<file path="src/hdl/swse_pkg.sv">
package swse_pkg;

    localparam int SeqWidth  = 31;
    localparam int IdleWidth = 16;

    localparam logic [IdleWidth-1:0] SendIdleLimitReset    = IdleWidth'(2000);
    localparam logic [IdleWidth-1:0] ReceiveIdleLimitReset = IdleWidth'(5000);
    localparam logic [IdleWidth-1:0] IdleMax               = '1;

    // Command codes carried in the low bits of a command header.
    localparam logic [SeqWidth-1:0] CMD_CONNECT_REQ  = SeqWidth'(0);
    localparam logic [SeqWidth-1:0] CMD_CONNECT_RESP = SeqWidth'(1);
    localparam logic [SeqWidth-1:0] CMD_DISCONNECT   = SeqWidth'(2);
    localparam logic [SeqWidth-1:0] CMD_KEEPALIVE    = SeqWidth'(4);
    localparam logic [SeqWidth-1:0] CMD_ACK          = SeqWidth'(6);
    localparam logic [SeqWidth-1:0] CMD_NACK         = SeqWidth'(8);
    localparam logic [SeqWidth-1:0] CMD_ACKACK       = SeqWidth'(10);

    localparam int CMD_FLAG_BIT = 31;

    typedef enum logic [1:0] {
        ACT_PACKET = 2'd0,
        ACT_TICK   = 2'd1,
        ACT_SEND   = 2'd2
    } t_action;

    typedef enum logic [0:0] {
        REG_SEND_IDLE_LIMIT    = 1'b0,
        REG_RECEIVE_IDLE_LIMIT = 1'b1
    } t_reg_index;

    typedef enum logic [2:0] {
        SEND_NONE         = 3'd0,
        SEND_CONNECT_RESP = 3'd1,
        SEND_DISCONNECT   = 3'd2,
        SEND_KEEPALIVE    = 3'd3,
        SEND_ACK          = 3'd4,
        SEND_NACK         = 3'd5,
        SEND_DATA_HEADER  = 3'd6
    } t_send_kind;

    typedef enum logic [2:0] {
        NOTE_NONE            = 3'd0,
        NOTE_CONNECTED       = 3'd1,
        NOTE_PEER_DISCONNECT = 3'd2,
        NOTE_KEEPALIVE       = 3'd3,
        NOTE_DELIVER_DATA    = 3'd4,
        NOTE_ACKED           = 3'd5,
        NOTE_SENT_DISCONNECT = 3'd6
    } t_notify;

    typedef enum logic [1:0] {
        ERR_NONE          = 2'd0,
        ERR_UNEXPECTED    = 2'd1,
        ERR_ACKACK        = 2'd2,
        ERR_UNKNOWN_CMD   = 2'd3
    } t_error_code;

    typedef struct packed {
        logic [1:0]  action;
        logic [31:0] header_word;
        logic [31:0] argument_word;
    } t_in_item;

    typedef struct packed {
        t_send_kind          send_kind;
        logic [SeqWidth-1:0] send_sequence;
        t_notify             notify;
        t_error_code         error_code;
        logic                link_up;
        logic                window_open;
        logic                last;
    } t_out_item;

    // One processed item on its way into the result buffer.
    typedef struct packed {
        logic      valid;
        logic      two;
        t_out_item first;
        t_out_item second;
    } t_push;

endpackage

</file>
<file path="src/hdl/swse_step.sv">
module swse_step (
    input  logic               i_clk,
    input  logic               i_rst_n,
    input  logic               i_in_valid,
    input  swse_pkg::t_in_item i_in_data,
    output logic               o_in_stall,
    input  logic               i_cfg_valid,
    output logic               o_cfg_ready,
    input  logic               i_cfg_index,
    input  logic [15:0]        i_cfg_data,
    input  logic               i_room,
    output swse_pkg::t_push    o_push
);
    import swse_pkg::*;

    logic                 r_in_valid;
    t_in_item             r_in;
    logic                 take;

    logic [IdleWidth-1:0] r_send_limit;
    logic [IdleWidth-1:0] r_recv_limit;
    logic                 r_conn;
    logic [SeqWidth-1:0]  r_rx_seq;
    logic [SeqWidth-1:0]  r_tx_seq;
    logic [IdleWidth-1:0] r_send_idle;
    logic [IdleWidth-1:0] r_recv_idle;
    logic                 r_win;

    logic                 n_conn;
    logic [SeqWidth-1:0]  n_rx_seq;
    logic [SeqWidth-1:0]  n_tx_seq;
    logic [IdleWidth-1:0] n_send_idle;
    logic [IdleWidth-1:0] n_recv_idle;
    logic                 n_win;
    t_out_item            res0;
    t_out_item            res1;
    logic                 two;

    assign take        = r_in_valid && i_room;
    assign o_in_stall  = r_in_valid && !i_room;
    assign o_cfg_ready = 1'b1;

    always_ff @(posedge i_clk) begin
        if (!i_rst_n) begin
            r_in_valid <= 1'b0;
        end else if (!o_in_stall) begin
            r_in_valid <= i_in_valid;
        end
        if (!o_in_stall && i_in_valid) begin
            r_in <= i_in_data;
        end
    end

    always_ff @(posedge i_clk) begin
        if (!i_rst_n) begin
            r_send_limit <= SendIdleLimitReset;
            r_recv_limit <= ReceiveIdleLimitReset;
        end else if (i_cfg_valid) begin
            unique case (t_reg_index'(i_cfg_index))
                REG_SEND_IDLE_LIMIT:    r_send_limit <= i_cfg_data;
                REG_RECEIVE_IDLE_LIMIT: r_recv_limit <= i_cfg_data;
                default: ;
            endcase
        end
    end

    always_comb begin
        logic [SeqWidth-1:0]  code;
        logic [SeqWidth-1:0]  ack_seq;
        logic [IdleWidth-1:0] send_inc;
        logic [IdleWidth-1:0] recv_inc;
        logic                 keepalive;
        logic                 timeout;
        logic                 drop;
        t_out_item            blank;

        code     = r_in.header_word[SeqWidth-1:0];
        ack_seq  = r_in.argument_word[SeqWidth-1:0];
        send_inc = (r_send_idle == IdleMax) ? r_send_idle : r_send_idle + 1'b1;
        recv_inc = (r_recv_idle == IdleMax) ? r_recv_idle : r_recv_idle + 1'b1;
        keepalive = 1'b0;
        timeout   = 1'b0;
        drop      = 1'b0;

        blank = '{send_kind: SEND_NONE, send_sequence: '0, notify: NOTE_NONE,
                  error_code: ERR_NONE, link_up: 1'b0, window_open: 1'b0,
                  last: 1'b0};
        res0 = blank;
        res1 = blank;
        two  = 1'b0;

        n_conn      = r_conn;
        n_rx_seq    = r_rx_seq;
        n_tx_seq    = r_tx_seq;
        n_send_idle = r_send_idle;
        n_recv_idle = r_recv_idle;
        n_win       = r_win;

        unique case (t_action'(r_in.action))
            ACT_PACKET: begin
                n_recv_idle = '0;
                if (!r_in.header_word[CMD_FLAG_BIT]) begin
                    if (r_conn && code == r_rx_seq) begin
                        res0.send_kind     = SEND_ACK;
                        res0.send_sequence = r_rx_seq;
                        res0.notify        = NOTE_DELIVER_DATA;
                        n_rx_seq           = r_rx_seq + 1'b1;
                        n_send_idle        = '0;
                    end else if (r_conn && code > r_rx_seq) begin
                        res0.send_kind     = SEND_NACK;
                        res0.send_sequence = r_rx_seq;
                        n_send_idle        = '0;
                    end
                end else begin
                    unique case (code)
                        CMD_CONNECT_REQ: begin
                            drop           = 1'b1;
                            res0.send_kind = SEND_CONNECT_RESP;
                            res0.notify    = NOTE_CONNECTED;
                        end
                        CMD_CONNECT_RESP: res0.error_code = ERR_UNEXPECTED;
                        CMD_DISCONNECT: begin
                            drop        = 1'b1;
                            res0.notify = NOTE_PEER_DISCONNECT;
                        end
                        CMD_KEEPALIVE: res0.notify = NOTE_KEEPALIVE;
                        CMD_ACK: begin
                            if (ack_seq == r_tx_seq) begin
                                n_tx_seq    = r_tx_seq + 1'b1;
                                n_win       = 1'b1;
                                res0.notify = NOTE_ACKED;
                            end else if (ack_seq > r_tx_seq) begin
                                drop           = 1'b1;
                                res0.send_kind = SEND_DISCONNECT;
                                res0.notify    = NOTE_SENT_DISCONNECT;
                            end
                        end
                        CMD_NACK: begin
                            drop           = 1'b1;
                            res0.send_kind = SEND_DISCONNECT;
                            res0.notify    = NOTE_SENT_DISCONNECT;
                        end
                        CMD_ACKACK: res0.error_code = ERR_ACKACK;
                        default:    res0.error_code = ERR_UNKNOWN_CMD;
                    endcase
                end
            end
            ACT_TICK: begin
                if (r_conn) begin
                    keepalive   = send_inc > r_send_limit;
                    timeout     = recv_inc > r_recv_limit;
                    n_send_idle = keepalive ? '0 : send_inc;
                    n_recv_idle = recv_inc;
                    if (keepalive) begin
                        res0.send_kind = SEND_KEEPALIVE;
                    end
                    if (timeout) begin
                        drop = 1'b1;
                        two  = keepalive;
                        if (keepalive) begin
                            res1.send_kind = SEND_DISCONNECT;
                            res1.notify    = NOTE_SENT_DISCONNECT;
                        end else begin
                            res0.send_kind = SEND_DISCONNECT;
                            res0.notify    = NOTE_SENT_DISCONNECT;
                        end
                    end
                end
            end
            ACT_SEND: begin
                if (r_win) begin
                    n_win              = 1'b0;
                    res0.send_kind     = SEND_DATA_HEADER;
                    res0.send_sequence = r_tx_seq;
                    n_send_idle        = '0;
                end
            end
            default: ;
        endcase

        // Dropping the link clears the state and reopens the window; a connect request then comes straight back up.
        if (drop) begin
            n_conn      = (code == CMD_CONNECT_REQ) && (r_in.action == ACT_PACKET);
            n_rx_seq    = '0;
            n_tx_seq    = '0;
            n_send_idle = '0;
            n_recv_idle = '0;
            n_win       = 1'b1;
        end

        res0.link_up     = n_conn;
        res0.window_open = n_win;
        res0.last        = !two;
        res1.link_up     = n_conn;
        res1.window_open = n_win;
        res1.last        = 1'b1;
    end

    always_ff @(posedge i_clk) begin
        if (!i_rst_n) begin
            r_conn      <= 1'b0;
            r_rx_seq    <= '0;
            r_tx_seq    <= '0;
            r_send_idle <= '0;
            r_recv_idle <= '0;
            r_win       <= 1'b1;
        end else if (take) begin
            r_conn      <= n_conn;
            r_rx_seq    <= n_rx_seq;
            r_tx_seq    <= n_tx_seq;
            r_send_idle <= n_send_idle;
            r_recv_idle <= n_recv_idle;
            r_win       <= n_win;
        end
    end

    assign o_push = '{valid: take, two: two, first: res0, second: res1};

endmodule

</file>
<file path="src/hdl/swse_obuf.sv">
module swse_obuf (
    input  logic                i_clk,
    input  logic                i_rst_n,
    input  swse_pkg::t_push     i_push,
    output logic                o_room,
    output logic                o_out_valid,
    input  logic                i_out_stall,
    output swse_pkg::t_out_item o_out_data
);
    import swse_pkg::*;

    localparam int Depth = 4;

    t_out_item  r_mem [Depth];
    logic [1:0] r_wr_ptr;
    logic [1:0] r_rd_ptr;
    logic [2:0] r_count;
    logic       pop;
    logic [2:0] push_n;

    // Room for the largest item, two beats, counted without the pop of this cycle.
    assign o_room      = r_count <= 3'(Depth - 2);
    assign o_out_valid = r_count != '0;
    assign o_out_data  = r_mem[r_rd_ptr];
    assign pop         = o_out_valid && !i_out_stall;
    assign push_n      = !i_push.valid ? 3'd0 : (i_push.two ? 3'd2 : 3'd1);

    always_ff @(posedge i_clk) begin
        if (i_push.valid) begin
            r_mem[r_wr_ptr] <= i_push.first;
            if (i_push.two) begin
                r_mem[r_wr_ptr + 2'd1] <= i_push.second;
            end
        end
    end

    always_ff @(posedge i_clk) begin
        if (!i_rst_n) begin
            r_wr_ptr <= '0;
            r_rd_ptr <= '0;
            r_count  <= '0;
        end else begin
            r_wr_ptr <= r_wr_ptr + push_n[1:0];
            r_rd_ptr <= r_rd_ptr + 2'(pop);
            r_count  <= r_count + push_n - 3'(pop);
        end
    end

endmodule

</file>
<file path="src/hdl/stop_and_wait_stream_endpoint.sv">
// Server side of a stop-and-wait stream link. Each input beat is a received packet header
// with its second word, a one-millisecond tick, or a request to send one data packet; it
// yields one result beat, or two when a tick both sends a keep-alive and times the link out.
// An item is registered, evaluated combinationally against the link state and pushed into
// a four-entry result buffer, so a new item is taken every cycle while the buffer has room
// for two beats; the sustained rate is one item per cycle, bounded only by how fast
// results are drained. The user must write the idle limits on the configuration port
// (index 0 send, 1 receive) only while idle; the block itself does not enforce this.
module stop_and_wait_stream_endpoint (
    input  logic                i_clk,
    input  logic                i_rst_n,
    input  logic                i_in_valid,
    input  swse_pkg::t_in_item  i_in_data,
    output logic                o_in_stall,
    output logic                o_out_valid,
    output swse_pkg::t_out_item o_out_data,
    input  logic                i_out_stall,
    input  logic                i_cfg_valid,
    output logic                o_cfg_ready,
    input  logic                i_cfg_index,
    input  logic [15:0]         i_cfg_data
);
    import swse_pkg::*;

    t_push push;
    logic  room;

    swse_step u_step (
        .i_clk       (i_clk),
        .i_rst_n     (i_rst_n),
        .i_in_valid  (i_in_valid),
        .i_in_data   (i_in_data),
        .o_in_stall  (o_in_stall),
        .i_cfg_valid (i_cfg_valid),
        .o_cfg_ready (o_cfg_ready),
        .i_cfg_index (i_cfg_index),
        .i_cfg_data  (i_cfg_data),
        .i_room      (room),
        .o_push      (push)
    );

    swse_obuf u_obuf (
        .i_clk       (i_clk),
        .i_rst_n     (i_rst_n),
        .i_push      (push),
        .o_room      (room),
        .o_out_valid (o_out_valid),
        .i_out_stall (i_out_stall),
        .o_out_data  (o_out_data)
    );

endmodule

</file>
<file path="config.mk">
export PLATFORM = sky130hd
export DESIGN_NAME = stop_and_wait_stream_endpoint
export DESIGN_NICKNAME = d
export VERILOG_FILES = /design/src/hdl/swse_pkg.sv /design/src/hdl/swse_step.sv /design/src/hdl/swse_obuf.sv /design/src/hdl/stop_and_wait_stream_endpoint.sv
export SDC_FILE = /design/constraint.sdc
export NUM_CORES = 1
export LEC_CHECK = 0
export BUFFER_PORTS_ARGS = -buffer_cell sky130_fd_sc_hd__buf_4
export CAP_MARGIN = 10
export CORE_MARGIN = 4
export CORE_UTILIZATION = 23
export DETAILED_ROUTE_END_ITERATION = 16
export GPL_ROUTABILITY_DRIVEN = 1
export GPL_TIMING_DRIVEN = 0
export PLACE_DENSITY = 0.37
export SKIP_LAST_GASP = 1
export SYNTH_ARGS = -nofsm -noshare
export SYNTH_HDL_FRONTEND = slang
export SYNTH_SLANG_ARGS = --single-unit
</file>
<file path="constraint.sdc">
create_clock -name i_clk -period 5 [get_ports i_clk]
set_input_delay 0.25 -clock i_clk [delete_from_list [all_inputs] [get_ports i_clk]]
set_output_delay 0.25 -clock i_clk [all_outputs]
set_load 0.05 [all_outputs]
</file>
==> results.md <==
* Status: completed
* Die H at 293 um
* Final Max Tran Viols at 0
* WL per Instance at around 21 um
* TritonCTS buffer count at 48
* Fmax at between 200 and 250 MHz
* Detail Route Antenna Nets at 0
* Seq/Total Area, Yosys at between 40% and 50%
* Internal at a little under 6 mW
* Critical Path Fanout Max at 10
* CTS tree: done
* CP startpoint kind: flip-flop
* Asr flop ratio synth at 0%
* Clock-pin slew on the worst setup and hold paths at 0.06 ns
* Leakage at 8.28 nW
* Mapped Nets at between 2,000 and 2,500
* VDD IR-drop max at about 0.19 mV
* Crit path largest cell delay at 0.57 ns
* Via count at around 16,000
* Worst Max-Slew Pin Slew at 1.11 ns
* Worst setup EP type: flip-flop
* DRC viols at 0
* Final Core Density at between 20% and 30%
* Fin. Hold Viols at 0
* Gate power share at 14.7%
* Total gr overflow at 0
* Area of the die at 86,000 sq um
* Ports at around 130
* Total Routing Usage GR at 15.9%
* Crit-path cells: ha_1, inv_1, nor4_4, nand4_1, buf_2, nand2_1, nor3b_1, or2_2, ha_1, and3_1, o21ai_0, a221o_1, a31o_2, nor3_1, nor2_1, inv_1
* Skew-Pair Late Insertion Delay at approximately 0.62 ns
* Synth warn at 0
* Max_slew headroom at about a quarter
* Worst path bufs/invs at 3
* Period utilization at a little over nine tenths
* Core area at about 81,000 sq um
* Synthesis-stage register bit count at about 370
* Mean Syn Cell Area at between 9 and 10 sq um
* Power Density at approximately 340 nW/um^2
* Switching share of power at between 20 and 30%
* Area grow syn2layout at 27.0%
* Synth top cells by count: 284 x dfxtp_1, 255 x nand3_1, 153 x nand2_1
* Area of the mapped netlist at between 15,000 and 20,000 sq um
* Post-synth EDFFs at 85
* Row count at about 100
* Clock net sink count at 369
* Global-route wire length before repair at about 110 mm
* CTS Buffer Depth at 3
* Starting Density at between 20% and 30%
* DR vias/cell at 4.91
* Psw at roughly 2.3 mW
* Maxcap violations at 0
* CTS H-tree depth at 2
* Pre-Repair DR Iteration Count at 7
* Final setup viols at 0
* Ranking of synthesized cells by area: dfxtp_1 30%, edfxtp_1 14%, ha_1 6.9%
* Post-layout minimum cycle time at approximately 4.8 ns
* Vias in the first global route at 16,500
* Largest net degree at the start of global routing at 34
* Top_reg_cell synth: dfxtp_1
* Post-synth top area cell: dfxtp_1
* CP required at roughly 5.3 ns
* Die width at between 200 and 300 um
* Share of cells above drive strength 1 at between 10% and 20%
* Most common cell in the synthesized netlist: dfxtp_1
* Hold Path Class: input port to flip-flop
* Unrepaired setup endpoints after global routing: yes
* Clock power frac at 44.7%
* Wire length after detailed routing at around 70 mm
* Post-DP HPWL at approximately 52 mm
* Initial antenna violation count at 0
* Synth Instances at about 2,000
* Family with the most delay on the worst path: simple AND/OR/NAND/NOR gates
* Sequential Power Share at 40.5%
* Power consumption at about 8.0 mW
* Yosys cell types at between 70 and 80
* Worst path arrival time at between 5 and 6 ns
* Final Wtd Congestion at 0.838
* Synth top area share at 30.4%
* DR iter-0 viols at about 920
* Final nets at approximately 2,400
* # port buffers at ~130
* Clk root buf: clkbuf_16
* Final setup skew at around 0.052 ns
* Crit Path Class: flip-flop to flip-flop
* Slowest CP cell: nor3_1
* Antenna diode count at 0
[cells by family (layout without fill, tap and decap cells)]
logic type / after synthesis / after routing / share of synthesized area (%)
AO/OA/AOI/OAI: 453 / 453 / 15.9
other: 1 / 1 / 0.0200
multiplexers: 105 / 105 / 8.46
adder cells (fa/ha/maj): 104 / 104 / 7.00
buffers and inverters: 244 / 556 / 5.13
AND/OR/NAND/NOR: 689 / 689 / 18.7
flip-flops: 369 / 369 / 44.0
XOR/XNOR: 16 / 16 / 0.749
[power groups by stage]
| stage | combinational (mW) | clock, mW | sequential (mW) |
|---|---|---|---|
| 2_1_floorplan | 0.753 | 0 | 3.29 |
| 3_3_place_gp | 1.13 | 0 | 3.32 |
| 3_5_place_dp | 1.15 | 0 | 3.32 |
| 4_1_cts | 1.21 | 3.70 | 3.25 |
| 5_1_grt | 1.30 | 3.82 | 3.26 |
| 6_report | 1.18 | 3.59 | 3.25 |
[state kept, by name, summed over array words and instances, names as in the netlist]
name and count:
u_step.r_in 65, u_step.r_send_limit 16, u_step.r_recv_limit 16, u_step.r_rx_seq 31, u_step.r_conn 1, u_obuf.r_mem 168
u_step.r_win 1, u_step.r_in_valid 1, u_step.r_recv_idle 16, u_obuf.r_wr_ptr 2, u_step.r_send_idle 16, u_step.r_tx_seq 31
u_obuf.r_rd_ptr 2, u_obuf.r_count 3
[final timing paths]
kind / slack, ns / endpoint / depth (start not counted) / from
worst max-delay path: 0.23 / u_obuf.r_mem[2][40] / 16 / u_step.r_send_idle[0]
worst min register to register: 0.46 / u_step.r_recv_limit[13] / 2 / u_step.r_recv_limit[13]
worst max register to register: 0.23 / u_obuf.r_mem[2][40] / 16 / u_step.r_send_idle[0]
worst min-delay path: 0.09 / u_step.r_send_limit[1] / 4 / i_cfg_valid
[area by class of cell]
type	instances	area (sq um)
sequential	369	8240
timing repair buffer	224	1910
clock inverter	22	284
multi-input combinational	1368	9640
tap	1060	1330
inverter	117	439
clock buffer	67	1370
buffer	126	534
fill	8442	56800
[metrics by stage]
step / setup TNS (ns) / std cells / setup WS, ns / area [sq um] / hold WS [ns]
after CTS: 0 / 3350 / 0.0231 / 23700 / 0.0490
after detailed placement: -72.11 / 3174 / -0.614 / 21100 / 0.429
after global routing: -0.0650 / 3353 / -0.0151 / 23800 / 0.0829
after global placement: -182.23 / 3170 / -1.15 / 21000 / 0.428
final: 0 / 3353 / 0.230 / 23800 / 0.0927
after floorplan: 0 / 1981 / 0.580 / 18700 / 0.349
[cells in the final DEF (no fill, tap or decap), drive strengths merged, types with 12 or more instances in the layout]
cell         instances
buf                187
xnor2               14
and2                24
dlygate4sd3         84
inv                118
ha                 103
a22oi               46
edfxtp              85
clkinv              16
nand4               45
nor2                67
nand3              255
o2bb2ai             38
or3                 13
clkbuf             146
and3                24
nor4                27
dfxtp              284
o211ai              13
o31ai               14
mux2i               58
a21oi              111
nor3                32
mux4                42
nand2              153
o21ai              144
or2                 12
[worst reg2reg max path: stages (launching register included)]
cell,delay [ns]
dfxtp_1,0.41
ha_1,0.26
inv_1,0.09
nor4_4,0.34
nand4_1,0.19
buf_2,0.23
nand2_1,0.14
nor3b_1,0.07
or2_2,0.30
ha_1,0.30
and3_1,0.17
o21ai_0,0.08
a221o_1,0.44
a31o_2,0.37
nor3_1,0.57
nor2_1,0.22
inv_1,0.30
[metal layers]
metal,global-route usage (%),vias to the layer above,wire [um]
met1,21.9,8046,32800
met3,2.62,110,3220
li1,-,7910,-
met2,25.4,410,31500
met4,5.18,0,2290
met5,0,-,0
[repair_timing]
| action | CTS | global route |
|---|---|---|
| setup endpoints to repair | 200 | 136 |
| resized for setup | 17 | 18 |
| setup buffers | 3 | 4 |
| hold endpoints to repair | 98 | 0 |
| hold buffers | 84 | 0 |
| pin swaps | 2 | 4 |
No activity file was read; power rests on OpenSTA's default activity.
